**src/rtl/ps2kr_pkg.sv**
```systemverilog
// Shared types and constants for the PS/2 keyboard receiver.
package ps2kr_pkg;

  localparam logic [7:0] CodeRelease = 8'hF0;
  localparam logic [7:0] CodeExtend  = 8'hE0;

  localparam int unsigned CfgIdxW = 3;
  localparam int unsigned CodeW   = 8;
  localparam int unsigned ModW    = 6;
  localparam int unsigned LockW   = 3;

  // modifier_flags bit positions
  localparam logic [2:0] ModScroll = 3'd0;
  localparam logic [2:0] ModNum    = 3'd1;
  localparam logic [2:0] ModCaps   = 3'd2;
  localparam logic [2:0] ModShift  = 3'd3;
  localparam logic [2:0] ModAlt    = 3'd4;
  localparam logic [2:0] ModCtrl   = 3'd5;

  // result queue sizing
  localparam int unsigned QDepth = 3;
  localparam int unsigned QIdxW  = $clog2(QDepth);
  localparam int unsigned QCntW  = $clog2(QDepth + 1);

  typedef enum logic [CfgIdxW-1:0] {
    REG_SCROLL      = 3'd0,
    REG_NUM         = 3'd1,
    REG_CAPS        = 3'd2,
    REG_LEFT_SHIFT  = 3'd3,
    REG_RIGHT_SHIFT = 3'd4,
    REG_ALT         = 3'd5,
    REG_CTRL        = 3'd6
  } cfg_reg_t;

  typedef enum logic [1:0] {
    PFX_NONE = 2'd0,
    PFX_ONE  = 2'd1,
    PFX_TWO  = 2'd2
  } prefix_t;

  typedef struct packed {
    logic [CodeW-1:0] scroll;
    logic [CodeW-1:0] num;
    logic [CodeW-1:0] caps;
    logic [CodeW-1:0] left_shift;
    logic [CodeW-1:0] right_shift;
    logic [CodeW-1:0] alt;
    logic [CodeW-1:0] ctrl;
  } cfg_regs_t;

  localparam cfg_regs_t CfgReset = '{
    scroll:      8'd126,
    num:         8'd119,
    caps:        8'd88,
    left_shift:  8'd18,
    right_shift: 8'd89,
    alt:         8'd17,
    ctrl:        8'd20
  };

  typedef struct packed {
    logic               en;
    logic [CfgIdxW-1:0] index;
    logic [CodeW-1:0]   data;
  } cfg_wr_t;

  typedef struct packed {
    logic             valid;
    logic [CodeW-1:0] data;
  } frame_byte_t;

  typedef struct packed {
    logic [CodeW-1:0] scancode;
    logic [1:0]       sequence_length;
    logic             released;
    logic             extended;
    logic [ModW-1:0]  modifier_flags;
  } result_t;

endpackage

```
**src/rtl/ps2kr_ifs.sv**
```systemverilog
// Handshake channel interfaces: sampled bit in, sequence result out, register writes.
interface ps2kr_in_if;
  logic valid;
  logic ready;
  logic data_bit;

  modport source (output valid, output data_bit, input ready);
  modport sink (input valid, input data_bit, output ready);
endinterface

interface ps2kr_out_if;
  logic       valid;
  logic       ready;
  logic [7:0] scancode;
  logic [1:0] sequence_length;
  logic       released;
  logic       extended;
  logic [5:0] modifier_flags;

  modport source (output valid, output scancode, output sequence_length, output released,
                  output extended, output modifier_flags, input ready);
  modport sink (input valid, input scancode, input sequence_length, input released,
                input extended, input modifier_flags, output ready);
endinterface

interface ps2kr_cfg_if;
  logic       valid;
  logic       ready;
  logic [2:0] index;
  logic [7:0] data;

  modport source (output valid, output index, output data, input ready);
  modport sink (input valid, input index, input data, output ready);
endinterface

```
**src/rtl/ps2_keyboard_receiver.sv**
```systemverilog
// PS/2 keyboard receiver: top level with input register and result queue.
// Usage
//   in_if  : one word per keyboard-clock falling edge, data_bit = data line level.
//   out_if : one word per completed scancode sequence (plain, F0 x, E0 x, E0 F0 x),
//            carrying the final scancode, length, released/extended and the
//            modifier flags after that key's update.
//   cfg_if : register writes, index 0..6 = scroll, num, caps, left shift,
//            right shift, alt, ctrl codes; always ready, out-of-range index ignored.
// Timing
//   A word is registered on acceptance and processed in the next cycle; the stop
//   bit of a frame that completes a sequence passes the input register, and its
//   result is written into the queue, which raises out_if.valid. One word per cycle
//   is taken while in_if.ready is high. Bad frames (parity or stop bit) give no result.
// Stalls
//   Results go into a three-entry queue; in_if.ready drops only when queued
//   results plus the word in the input register fill it, so out_if.ready never
//   reaches in_if.ready combinationally.
// Reset
//   rst_n (synchronous, active low) clears frame, prefix, modifier and lock state,
//   empties the queue and restores the default key codes.
module ps2_keyboard_receiver (
  input  logic         clk,
  input  logic         rst_n,
  ps2kr_in_if.sink     in_if,
  ps2kr_out_if.source  out_if,
  ps2kr_cfg_if.sink    cfg_if
);

  logic                          in_valid_r;
  logic                          in_bit_r;
  logic                          in_acc;

  ps2kr_pkg::cfg_wr_t            cfg_wr;
  ps2kr_pkg::frame_byte_t        frame_byte;
  logic                          res_valid;
  ps2kr_pkg::result_t            res;

  ps2kr_pkg::result_t            q_mem_r [ps2kr_pkg::QDepth];
  logic [ps2kr_pkg::QIdxW-1:0]   head_r, head_nxt;
  logic [ps2kr_pkg::QIdxW-1:0]   tail_r, tail_nxt;
  logic [ps2kr_pkg::QCntW-1:0]   cnt_r, cnt_nxt;
  logic                          push;
  logic                          pop;
  logic [ps2kr_pkg::QCntW:0]     occupancy;

  localparam logic [ps2kr_pkg::QIdxW-1:0] QLast  = ps2kr_pkg::QIdxW'(ps2kr_pkg::QDepth - 1);
  localparam logic [ps2kr_pkg::QCntW:0]   QLimit = (ps2kr_pkg::QCntW + 1)'(ps2kr_pkg::QDepth);

  assign cfg_if.ready = 1'b1;
  assign cfg_wr.en    = cfg_if.valid;
  assign cfg_wr.index = cfg_if.index;
  assign cfg_wr.data  = cfg_if.data;

  // count the word in the input register as a possible result
  assign occupancy   = {1'b0, cnt_r} + {{ps2kr_pkg::QCntW{1'b0}}, in_valid_r};
  assign in_if.ready = occupancy < QLimit;
  assign in_acc      = in_if.valid && in_if.ready;

  always_ff @(posedge clk) begin
    if (!rst_n) begin
      in_valid_r <= 1'b0;
    end else begin
      in_valid_r <= in_acc;
    end
  end

  always_ff @(posedge clk) begin
    if (in_acc) begin
      in_bit_r <= in_if.data_bit;
    end
  end

  ps2kr_frame u_frame (
    .clk      (clk),
    .rst_n    (rst_n),
    .step     (in_valid_r),
    .data_bit (in_bit_r),
    .byte_out (frame_byte)
  );

  ps2kr_seq u_seq (
    .clk       (clk),
    .rst_n     (rst_n),
    .cfg_wr    (cfg_wr),
    .byte_in   (frame_byte),
    .res_valid (res_valid),
    .res       (res)
  );

  assign push = res_valid;
  assign pop  = out_if.valid && out_if.ready;

  always_comb begin
    head_nxt = head_r;
    tail_nxt = tail_r;
    cnt_nxt  = cnt_r;
    if (push) begin
      tail_nxt = (tail_r == QLast) ? '0 : tail_r + 1'b1;
    end
    if (pop) begin
      head_nxt = (head_r == QLast) ? '0 : head_r + 1'b1;
    end
    if (push && !pop) begin
      cnt_nxt = cnt_r + 1'b1;
    end else if (pop && !push) begin
      cnt_nxt = cnt_r - 1'b1;
    end
  end

  always_ff @(posedge clk) begin
    if (!rst_n) begin
      head_r <= '0;
      tail_r <= '0;
      cnt_r  <= '0;
    end else begin
      head_r <= head_nxt;
      tail_r <= tail_nxt;
      cnt_r  <= cnt_nxt;
    end
  end

  always_ff @(posedge clk) begin
    if (push) begin
      q_mem_r[tail_r] <= res;
    end
  end

  assign out_if.valid           = cnt_r != '0;
  assign out_if.scancode        = q_mem_r[head_r].scancode;
  assign out_if.sequence_length = q_mem_r[head_r].sequence_length;
  assign out_if.released        = q_mem_r[head_r].released;
  assign out_if.extended        = q_mem_r[head_r].extended;
  assign out_if.modifier_flags  = q_mem_r[head_r].modifier_flags;

`ifndef SYNTHESIS
  a_no_overflow: assert property (@(posedge clk) disable iff (!rst_n)
    push && !pop |-> cnt_r != ps2kr_pkg::QCntW'(ps2kr_pkg::QDepth))
    else $error("result queue overflow");

  a_result_from_word: assert property (@(posedge clk) disable iff (!rst_n)
    res_valid |-> in_valid_r)
    else $error("result without a word in the input register");

  a_empty_aligned: assert property (@(posedge clk) disable iff (!rst_n)
    cnt_r == '0 |-> head_r == tail_r)
    else $error("queue pointers disagree with empty count");

  a_ready_after_pop: assert property (@(posedge clk) disable iff (!rst_n)
    !in_if.ready && pop && !push |=> in_if.ready)
    else $error("input stays blocked after a result is taken");
`endif

endmodule

```
**src/rtl/ps2kr_frame.sv**
```systemverilog
// Frame deserialiser: start bit, eight data bits LSB first, odd parity, stop bit.
module ps2kr_frame (
  input  logic                     clk,
  input  logic                     rst_n,
  input  logic                     step,
  input  logic                     data_bit,
  output ps2kr_pkg::frame_byte_t   byte_out
);

  logic                          in_frame_r, in_frame_nxt;
  logic [3:0]                    bit_pos_r, bit_pos_nxt;
  logic [ps2kr_pkg::CodeW-1:0]   shift_r, shift_nxt;
  logic                          parity_r, parity_nxt;

  always_comb begin
    in_frame_nxt   = in_frame_r;
    bit_pos_nxt    = bit_pos_r;
    shift_nxt      = shift_r;
    parity_nxt     = parity_r;
    byte_out.valid = 1'b0;
    byte_out.data  = shift_r;
    if (step) begin
      if (!in_frame_r) begin
        // idle-high bits are skipped until a start bit
        if (!data_bit) begin
          in_frame_nxt = 1'b1;
          bit_pos_nxt  = 4'd0;
          shift_nxt    = '0;
          parity_nxt   = 1'b0;
        end
      end else if (bit_pos_r < 4'd8) begin
        shift_nxt   = {data_bit, shift_r[ps2kr_pkg::CodeW-1:1]};
        parity_nxt  = parity_r ^ data_bit;
        bit_pos_nxt = bit_pos_r + 4'd1;
      end else if (bit_pos_r == 4'd8) begin
        parity_nxt  = parity_r ^ data_bit;
        bit_pos_nxt = 4'd9;
      end else begin
        byte_out.valid = data_bit && parity_r;
        in_frame_nxt   = 1'b0;
        bit_pos_nxt    = 4'd0;
        shift_nxt      = '0;
        parity_nxt     = 1'b0;
      end
    end
  end

  always_ff @(posedge clk) begin
    if (!rst_n) begin
      in_frame_r <= 1'b0;
      bit_pos_r  <= 4'd0;
      shift_r    <= '0;
      parity_r   <= 1'b0;
    end else begin
      in_frame_r <= in_frame_nxt;
      bit_pos_r  <= bit_pos_nxt;
      shift_r    <= shift_nxt;
      parity_r   <= parity_nxt;
    end
  end

endmodule

```
**src/rtl/ps2kr_seq.sv**
```systemverilog
// Sequence assembler: prefix tracking, key-code registers and modifier state.
module ps2kr_seq (
  input  logic                    clk,
  input  logic                    rst_n,
  input  ps2kr_pkg::cfg_wr_t      cfg_wr,
  input  ps2kr_pkg::frame_byte_t  byte_in,
  output logic                    res_valid,
  output ps2kr_pkg::result_t      res
);

  ps2kr_pkg::cfg_regs_t          regs_r, regs_nxt;
  ps2kr_pkg::prefix_t            pfx_r, pfx_nxt;
  logic                          fext_r, fext_nxt;
  logic [ps2kr_pkg::ModW-1:0]    mods_r, mods_nxt;
  logic [ps2kr_pkg::LockW-1:0]   held_r, held_nxt;

  logic [ps2kr_pkg::CodeW-1:0]   b;
  logic                          is_prefix;
  logic                          emit;
  logic                          up;
  logic [1:0]                    seq_len;
  logic                          seq_ext;
  logic                          lock_hit;
  logic [1:0]                    lock_idx;
  logic                          plain_hit;
  logic [2:0]                    plain_idx;

  assign b = byte_in.data;

  always_comb begin
    regs_nxt = regs_r;
    if (cfg_wr.en) begin
      case (ps2kr_pkg::cfg_reg_t'(cfg_wr.index))
        ps2kr_pkg::REG_SCROLL:      regs_nxt.scroll      = cfg_wr.data;
        ps2kr_pkg::REG_NUM:         regs_nxt.num         = cfg_wr.data;
        ps2kr_pkg::REG_CAPS:        regs_nxt.caps        = cfg_wr.data;
        ps2kr_pkg::REG_LEFT_SHIFT:  regs_nxt.left_shift  = cfg_wr.data;
        ps2kr_pkg::REG_RIGHT_SHIFT: regs_nxt.right_shift = cfg_wr.data;
        ps2kr_pkg::REG_ALT:         regs_nxt.alt         = cfg_wr.data;
        ps2kr_pkg::REG_CTRL:        regs_nxt.ctrl        = cfg_wr.data;
        default: ;
      endcase
    end
  end

  // prefix state machine: next state
  always_comb begin
    pfx_nxt  = pfx_r;
    fext_nxt = fext_r;
    if (byte_in.valid) begin
      case (pfx_r)
        ps2kr_pkg::PFX_NONE: begin
          if (is_prefix) begin
            pfx_nxt  = ps2kr_pkg::PFX_ONE;
            fext_nxt = (b == ps2kr_pkg::CodeExtend);
          end
        end
        ps2kr_pkg::PFX_ONE: begin
          if (b == ps2kr_pkg::CodeRelease) begin
            pfx_nxt = ps2kr_pkg::PFX_TWO;
          end
        end
        default: ;
      endcase
      if (emit) begin
        pfx_nxt  = ps2kr_pkg::PFX_NONE;
        fext_nxt = 1'b0;
      end
    end
  end

  // prefix state machine: outputs
  always_comb begin
    is_prefix = (b == ps2kr_pkg::CodeRelease) || (b == ps2kr_pkg::CodeExtend);
    emit      = 1'b0;
    up        = 1'b0;
    seq_len   = 2'd1;
    seq_ext   = 1'b0;
    case (pfx_r)
      ps2kr_pkg::PFX_NONE: begin
        emit = byte_in.valid && !is_prefix;
      end
      ps2kr_pkg::PFX_ONE: begin
        emit    = byte_in.valid && (b != ps2kr_pkg::CodeRelease);
        seq_len = 2'd2;
        up      = !fext_r;
        seq_ext = fext_r;
      end
      default: begin
        // also covers the unused encoding
        emit    = byte_in.valid;
        seq_len = 2'd3;
        up      = 1'b1;
        seq_ext = fext_r;
      end
    endcase
    res_valid = emit;
  end

  // key match, first hit wins
  always_comb begin
    lock_hit  = 1'b0;
    lock_idx  = 2'd0;
    plain_hit = 1'b0;
    plain_idx = ps2kr_pkg::ModShift;
    if (b == regs_r.scroll) begin
      lock_hit = 1'b1;
      lock_idx = ps2kr_pkg::ModScroll[1:0];
    end else if (b == regs_r.num) begin
      lock_hit = 1'b1;
      lock_idx = ps2kr_pkg::ModNum[1:0];
    end else if (b == regs_r.caps) begin
      lock_hit = 1'b1;
      lock_idx = ps2kr_pkg::ModCaps[1:0];
    end else if (b == regs_r.left_shift || b == regs_r.right_shift) begin
      plain_hit = 1'b1;
      plain_idx = ps2kr_pkg::ModShift;
    end else if (b == regs_r.alt) begin
      plain_hit = 1'b1;
      plain_idx = ps2kr_pkg::ModAlt;
    end else if (b == regs_r.ctrl) begin
      plain_hit = 1'b1;
      plain_idx = ps2kr_pkg::ModCtrl;
    end
  end

  always_comb begin
    mods_nxt = mods_r;
    held_nxt = held_r;
    if (emit) begin
      if (lock_hit) begin
        if (!up) begin
          // toggle only on a fresh press, not on typematic repeat
          if (!held_r[lock_idx]) begin
            held_nxt[lock_idx] = 1'b1;
            mods_nxt[lock_idx] = ~mods_r[lock_idx];
          end
        end else begin
          held_nxt[lock_idx] = 1'b0;
        end
      end else if (plain_hit) begin
        mods_nxt[plain_idx] = !up;
      end
    end
  end

  assign res = '{scancode:        b,
                 sequence_length: seq_len,
                 released:        up,
                 extended:        seq_ext,
                 modifier_flags:  mods_nxt};

  always_ff @(posedge clk) begin
    if (!rst_n) begin
      regs_r <= ps2kr_pkg::CfgReset;
      pfx_r  <= ps2kr_pkg::PFX_NONE;
      fext_r <= 1'b0;
      mods_r <= '0;
      held_r <= '0;
    end else begin
      regs_r <= regs_nxt;
      pfx_r  <= pfx_nxt;
      fext_r <= fext_nxt;
      mods_r <= mods_nxt;
      held_r <= held_nxt;
    end
  end

endmodule

```
**src/flat_wrapper.sv**
```systemverilog
// flat-port wrapper written by rule: the top's interface ports become plain ports
module ps2_keyboard_receiver_flat 
  (clk, rst_n, in_if_valid, in_if_data_bit, in_if_ready, out_if_valid, out_if_scancode, out_if_sequence_length, out_if_released, out_if_extended, out_if_modifier_flags, out_if_ready, cfg_if_valid, cfg_if_index, cfg_if_data, cfg_if_ready);
  ps2kr_in_if in_if_i ();
  ps2kr_out_if out_if_i ();
  ps2kr_cfg_if cfg_if_i ();
  input  logic clk;
  input  logic rst_n;
  input wire logic [$bits(in_if_i.valid)-1:0] in_if_valid;
  input wire logic [$bits(in_if_i.data_bit)-1:0] in_if_data_bit;
  output wire logic [$bits(in_if_i.ready)-1:0] in_if_ready;
  output wire logic [$bits(out_if_i.valid)-1:0] out_if_valid;
  output wire logic [$bits(out_if_i.scancode)-1:0] out_if_scancode;
  output wire logic [$bits(out_if_i.sequence_length)-1:0] out_if_sequence_length;
  output wire logic [$bits(out_if_i.released)-1:0] out_if_released;
  output wire logic [$bits(out_if_i.extended)-1:0] out_if_extended;
  output wire logic [$bits(out_if_i.modifier_flags)-1:0] out_if_modifier_flags;
  input wire logic [$bits(out_if_i.ready)-1:0] out_if_ready;
  input wire logic [$bits(cfg_if_i.valid)-1:0] cfg_if_valid;
  input wire logic [$bits(cfg_if_i.index)-1:0] cfg_if_index;
  input wire logic [$bits(cfg_if_i.data)-1:0] cfg_if_data;
  output wire logic [$bits(cfg_if_i.ready)-1:0] cfg_if_ready;
  assign in_if_i.valid = in_if_valid;
  assign in_if_i.data_bit = in_if_data_bit;
  assign in_if_ready = in_if_i.ready;
  assign out_if_valid = out_if_i.valid;
  assign out_if_scancode = out_if_i.scancode;
  assign out_if_sequence_length = out_if_i.sequence_length;
  assign out_if_released = out_if_i.released;
  assign out_if_extended = out_if_i.extended;
  assign out_if_modifier_flags = out_if_i.modifier_flags;
  assign out_if_i.ready = out_if_ready;
  assign cfg_if_i.valid = cfg_if_valid;
  assign cfg_if_i.index = cfg_if_index;
  assign cfg_if_i.data = cfg_if_data;
  assign cfg_if_ready = cfg_if_i.ready;
  ps2_keyboard_receiver u_core (.clk(clk), .rst_n(rst_n), .in_if(in_if_i), .out_if(out_if_i), .cfg_if(cfg_if_i));
endmodule
```
**config.mk**
```make
export PLATFORM = sky130hd
export DESIGN_NAME = ps2_keyboard_receiver_flat
export DESIGN_NICKNAME = d
export VERILOG_FILES = /design/src/rtl/ps2kr_pkg.sv /design/src/rtl/ps2kr_ifs.sv /design/src/rtl/ps2_keyboard_receiver.sv /design/src/rtl/ps2kr_frame.sv /design/src/rtl/ps2kr_seq.sv /design/src/flat_wrapper.sv
export SDC_FILE = /design/constraint.sdc
export NUM_CORES = 1
export LEC_CHECK = 0
export BUFFER_PORTS_ARGS = -buffer_cell sky130_fd_sc_hd__buf_2
export CAP_MARGIN = 5
export CORE_UTILIZATION = 35
export DETAILED_ROUTE_END_ITERATION = 16
export SYNTH_ARGS = -nofsm -noshare
export SYNTH_HDL_FRONTEND = slang
export SYNTH_HIERARCHICAL = 1
export SYNTH_SLANG_ARGS = --single-unit
```
**constraint.sdc**
```tcl
create_clock -name clk -period 3.65 [get_ports clk]
set_clock_uncertainty 0.15 [all_clocks]
set_input_delay 0.1825 -clock clk [delete_from_list [all_inputs] [get_ports clk]]
set_output_delay 0.1825 -clock clk [all_outputs]
set_load 0.1 [all_outputs]
```
==> results.cfg, run 1 <==
[run_status]
status = finished, final reports clean

[layout]
synthToLayoutAreaGrowth_pct = 14.9
final_common_cell = nand2_1
fill_cells = 1822
nets = 718
drive_above_1_share_pct = 15.3
layout_common_cells = 157 x nand2_1, 91 x dfxtp_1, 55 x edfxtp_1, 36 x buf_2
num_antenna_cells = 0
seq_area_um2 = 3470
multi_input_area_um2 = 2940
final_cells = 942

[drt]
wl_per_cell_um = 15.1
drc = 0
ant_nets = 0
drt_pass1_iterations = 4
num_vias = 4564
drtIter0Drc = 293
vias_per_cell = 4.85
drt_wl_total_um = 14200

[floorplan]
die_w_um = 140
num_rows = 50
io_pins = 38
die_area_um2 = 19700
start_util_pct = 35.8
core_area_um2 = 18800
dieHeight_um = 140

[grt]
grt-ovfl-total = 0
grt_pass1_vias = 4303
grt_max_degree = 40
grt_usage_pct = 15.2
antenna_found_initial = 0
grt_pass1_wl_um = 22900

[cts]
post_cts_buffers = 0
clock_path_buffers = 2
clock_latency_ns = 0.42
cts.sinks = 146
htree_levels = 4
clkTransAtPathRegs_ns = 0.06
cts_tree = yes
cts_root_buf = clkbuf_16
cts_inserted_buffers = 17

[critical_path]
path_class = register to register
endpoint = u_core/q_mem_r[2][5]
rr_worst_depth = 10
crit_buf_inv = 2
worstPathArrival_ns = 2.79
end_kind = register
crit_start = u_core/u_frame/bit_pos_r[0]
critical_path.cell_chain = inv_1, ha_1, nand2b_1, and2_1, and4_1, nand2_4, inv_2, and4b_1, nand3_1, mux2_1
crit_fanout = 9
path_delay_family = simple AND/OR/NAND/NOR gates
cpPeakStageDelay_ns = 0.40
r2r-end = u_core/q_mem_r[2][5]
crit_cells = 10
worstSetupStartpointType = register
rrSetupSlack_ns = 0.87
required_ns = 3.66
r2r-start = u_core/u_frame/bit_pos_r[0]
slowest_stage = mux2_1

[timing]
rsz0062_at_grt = no
fin_crit_sh_pct = 76.3
finalWorstSetupSlack_ns = 0.867
fmax_ghz = 0.359
timing.final.crit_period_ns = 2.78
hold_viol_final = 0
relSlewSlack_pct = 40.2
fin_tns_setup_ns = 0
setup_viol = 0
tightest_slew_ns = 0.890
maxSlewViolCount = 0

[flow_run]
drv_cap = 0

[yosys]
synth.distinct_cells = 57
syn-instance-count = 654
synthesis.area_um2 = 6710
synth-edff-count = 55
ys_seq_elements = 146
synthArstFlopShare_pct = 0
ys_seq_area_share_pct = 51.8
avgSynthCellArea_um2 = 10.3
ys.flop_type = dfxtp_1
ys_warn_count = 6
synth_nets = 677

[pwr]
power_leakage_nw = 2.79
ir_drop_mv = 0.352
power_density_nw_per_um2 = 458

[place]
pre_cts_ws_ns = 0.862
io_buffers = 36
place_inst = 898
dp_hpwl_um = 9380
place_congestion = 0.767

[worst_hold_path]
hold_path_class = input pin to register
==> flip-flops by register name (all words and copies together), names as in the netlist, 2 cells and up, named ones only <==
name                      flops
u_core/cnt_r                  2
u_core/head_r                 2
u_core/q_mem_r               54
u_core/tail_r                 2
u_core/u_frame/bit_pos_r      4
u_core/u_frame/shift_r        8
u_core/u_seq/mods_r           6
u_core/u_seq/pfx_r            2
u_core/u_seq/regs_r          56
==> cell usage after synthesis, drive strengths merged, types with 2 or more instances <==
master	number	area, um^2
and2	7	43.8
xor2	35	322
inv	7	26.3
o21a	5	37.5
edfxtp	55	1650
nand2	160	618
ha	6	75.1
nor4b	3	62.6
nand3	36	185
a21boi	38	285
nand2b	11	83.8
buf	28	231
o21ai	23	123
or2	9	56.3
nand4b	3	26.3
or3	3	18.8
dfxtp	91	1820
nor3	3	15.0
xnor2	26	228
mux2	3	33.8
nand4	8	50.1
nor2b	10	62.6
nor4	9	92.6
o211a	2	20.0
mux2i	31	310
a21oi	6	30.0
clkbuf	11	41.3
a211oi	2	15.0
and4b	2	20.0
nor2	10	37.5
==> power by group <==
group	internal, mW	total (mW)	switching (mW)
registers	1.70	1.72	0.0192
clock network	0.985	1.68	0.698
logic	0.0534	0.134	0.0803
total	2.74	3.53	0.798
==> kinds of logic (layout without fill, tap and decap cells) <==
logic type               Yosys count  after routing  share of synthesized area, %
other                              1              1                        0.0559
AND/OR/NAND/NOR                  281            281                          21.4
buffers and inverters             46            100                          4.46
multiplexers                      34             34                          5.13
XOR/XNOR                          61             61                          8.18
adder cells (fa/ha/maj)            6              6                          1.12
flip-flops                       146            146                          51.8
AO/OA/AOI/OAI                     79             79                          7.90
==> layer usage <==
metal	up-vias	track usage, %	wire (um)
met3	8	3.76	645
met1	2139	21.0	6990
li1	2315	-	-
met4	0	5.03	123
met5	-	0	0
met2	102	23.4	6450
==> timing repair <==
action | in CTS | in global routing
hold buffers | 12 | 0
resized for setup | 0 | 0
hold endpoints to repair | 63 | 0
==> worst min-delay path, cell delays in order <==
cell	delay (ns)
buf_2	0.16
nor3_1	0.16
nand2_1	0.10
a21boi_0	0.06
==> through the flow <==
| stage | area (um^2) | hold slack (ns) | util [%] | total power [mW] |
|---|---|---|---|---|
| finish | 7710 | 0.144 | 41.1 | 3.53 |
| global route | 7710 | 0.147 | 41.1 | 3.66 |
| CTS | 7710 | 0.115 | 41.1 | 3.57 |
| detailed placement | 7010 | 0.228 | 37.4 | 1.88 |
| global placement | 7010 | 0.223 | 37.4 | 1.88 |
| floorplan | 6710 | 0.131 | - | 1.83 |
==> worst min path at each step <==
stage	from	endpoint	slack, ns	cells past startpoint
after CTS	cfg_if_index[0]	u_core/u_seq/regs_r[18]	0.12	4
after detailed placement	in_if_data_bit	u_core/in_bit_r	0.23	1
final	cfg_if_index[0]	u_core/u_seq/regs_r[18]	0.14	4
after floorplan	in_if_data_bit	u_core/in_bit_r	0.13	0
after global placement	in_if_data_bit	u_core/in_bit_r	0.22	1
after global routing	cfg_if_index[0]	u_core/u_seq/regs_r[18]	0.15	4
==> area by class of cell <==
type	count	share of cell area [%]
flip-flops and latches	146	45.1
clock inverters	13	1.57
inverters	7	0.341
clock buffers	19	5.89
well taps	234	3.80
multi-input cells	462	38.2
repair buffers	61	5.16
Note: power is estimated with default switching activity, not from simulation.
==> run 2: changes to the inputs <==
==> constraint.sdc (replaced) <==
create_clock -name clk -period 2.4 [get_ports clk]
set_clock_uncertainty 0.15 [all_clocks]
set_input_delay 0.12 -clock clk [delete_from_list [all_inputs] [get_ports clk]]
set_output_delay 0.12 -clock clk [all_outputs]
set_load 0.1 [all_outputs]
==> run 2 against run 1 <==
- combinational power up 66%
- first-iteration DRC count down 21%
- die area stayed put
- register-to-register slack lost 0.74 ns
- largest cell class unchanged
==> results.cfg, run 2 (synthesis gave the netlist of run 1 again) <==
[run_status]
status = finished, final reports clean

[layout]
num_antenna_cells = 0
final_area_um2 = 8120
synthToLayoutAreaGrowth_pct = 21.0
largest_reg_flops = 56
multi_input_area_um2 = 2990
seq_area_um2 = 3480
drive_above_1_share_pct = 20.2
top_regs = u_core/u_seq/regs_r (56), u_core/q_mem_r (54), u_core/u_frame/shift_r (8)
final_util_pct = 43.3
fill_cells = 1801
layout_common_cells = 157 x nand2_1, 89 x dfxtp_1, 55 x edfxtp_1, 41 x buf_4, 36 x buf_2
top_register = u_core/u_seq/regs_r
final_common_cell = nand2_1
nets = 751

[cts]
clock_path_buffers = 2
cts_root_buf = clkbuf_16
cts_tree = yes
post_cts_buffers = 0
clock_latency_ns = 0.42
htree_levels = 4
cts.sinks = 146
clkTransAtPathRegs_ns = 0.06
cts_inserted_buffers = 17

[place]
place_congestion = 0.795
io_buffers = 36
dp_hpwl_um = 9970
place_area_um2 = 7330

[timing]
timing.final.crit_period_ns = 2.27
fmax_ghz = 0.440
relSlewSlack_pct = 60.5
tightest_slew_ns = 0.590
hold_viol_final = 0
maxSlewViolCount = 0
hold_ws_ns = 0.113
setup_viol = 0
fin_crit_sh_pct = 94.6
fin_tns_setup_ns = 0
rsz0062_at_grt = no

[floorplan]
start_util_pct = 35.8
num_rows = 50
die_area_um2 = 19700
dieHeight_um = 140
die_w_um = 140
io_pins = 38
core_area_um2 = 18800

[grt]
grt_max_degree = 46
antenna_found_initial = 0
grt_pass1_vias = 4484
grt_pass1_wl_um = 23700
grt_usage_pct = 15.7
grt-ovfl-total = 0

[pwr]
ir_drop_mv = 0.530
power_density_nw_per_um2 = 697
pwr-share-comb_pct = 3.9
p_seq_share_pct = 46.0
p_sw_mw = 1.15
finalPower_mw = 5.66
p_clk_share_pct = 50.0
p_sw_share_pct = 20.3
power_leakage_nw = 3.00
p_int_mw = 4.51

[drt]
num_vias = 4682
drt_pass1_iterations = 4
drt_wl_total_um = 14700
drtIter0Drc = 231
vias_per_cell = 4.80
wl_per_cell_um = 15.1
drc = 0
ant_nets = 0

[worst_hold_path]
whs_endpoint = u_core/u_seq/regs_r[21]
hold_path_class = input pin to register
hold_path_depth = 5
worstHoldStart = cfg_if_index[0]

[critical_path]
worstPathArrival_ns = 2.29
worstSetupStartpointType = register
required_ns = 2.42
crit_start = u_core/u_frame/bit_pos_r[0]
r2r-end = u_core/q_mem_r[1][5]
rr_worst_depth = 10
end_kind = register
path_class = register to register
crit_fanout = 5
rrSetupSlack_ns = 0.13
r2r-start = u_core/u_frame/bit_pos_r[0]

[flow_run]
drv_cap = 0
## run 2: changes by cell type in the layout (fill, tap and decap cells not counted), moves of 3 or more
cell / previous run / this run
buf_12: 0 / 4
buf_4: 13 / 41
bufinv_16: 1 / 5
clkbuf_1: 1 / 4
inv_6: 4 / 0
## run 2: power by group through the flow
stage	registers, mW	logic, mW	clock network, mW
floorplan	2.65	0.133	0
global placement	2.66	0.205	0
detailed placement	2.66	0.205	0
CTS	2.60	0.221	2.88
global route	2.61	0.243	2.98
finish	2.61	0.222	2.83
## run 2: through the flow
| step | instances | setup WS, ns |
|---|---|---|
| floorplan | 654 | 0.0231 |
| global placement | 931 | 0.0841 |
| detailed placement | 931 | 0.0610 |
| CTS | 975 | 0.0467 |
| global route | 975 | 0.00227 |
| finish | 975 | 0.129 |
## run 2: what timing repair did
item,CTS,global route
hold endpoints to repair,68,0
setup endpoints to repair,0,10
gates resized for setup,0,13
hold buffers,12,0
## run 2: cell type report
| type | instances | share of cell area, % |
|---|---|---|
| well taps | 234 | 3.61 |
| clock inverters | 11 | 2.31 |
| flip-flops and latches | 146 | 42.8 |
| repair buffers | 94 | 8.62 |
| multi-input cells | 462 | 36.9 |
| clock buffers | 21 | 5.43 |
| inverters | 7 | 0.355 |
## run 2: worst max-delay path, stage by stage, from the launching register on
cell and delay [ns]:
dfxtp_1 0.32, inv_1 0.05, ha_1 0.19, nand2b_1 0.09
and2_4 0.15, and4_4 0.23, nand2_4 0.06, inv_4 0.07
and4b_2 0.27, nand3_2 0.11, mux2_4 0.33
## run 2: worst max-delay path by stage
stage / to / slack, ns / depth (start not counted)
floorplan: out_if_modifier_flags[0] / 0.02 / 4
global placement: u_core/q_mem_r[1][5] / 0.08 / 10
detailed placement: u_core/q_mem_r[0][5] / 0.06 / 10
CTS: u_core/q_mem_r[0][4] / 0.05 / 10
global route: u_core/u_seq/mods_r[2] / 0.002 / 10
finish: u_core/q_mem_r[1][5] / 0.13 / 10
## run 2: metal layers
metal  wire (um)  track usage [%]
met1        7120             20.7
met2        6860             25.6
met3         505             3.28
met4         212             5.66
met5           0                0
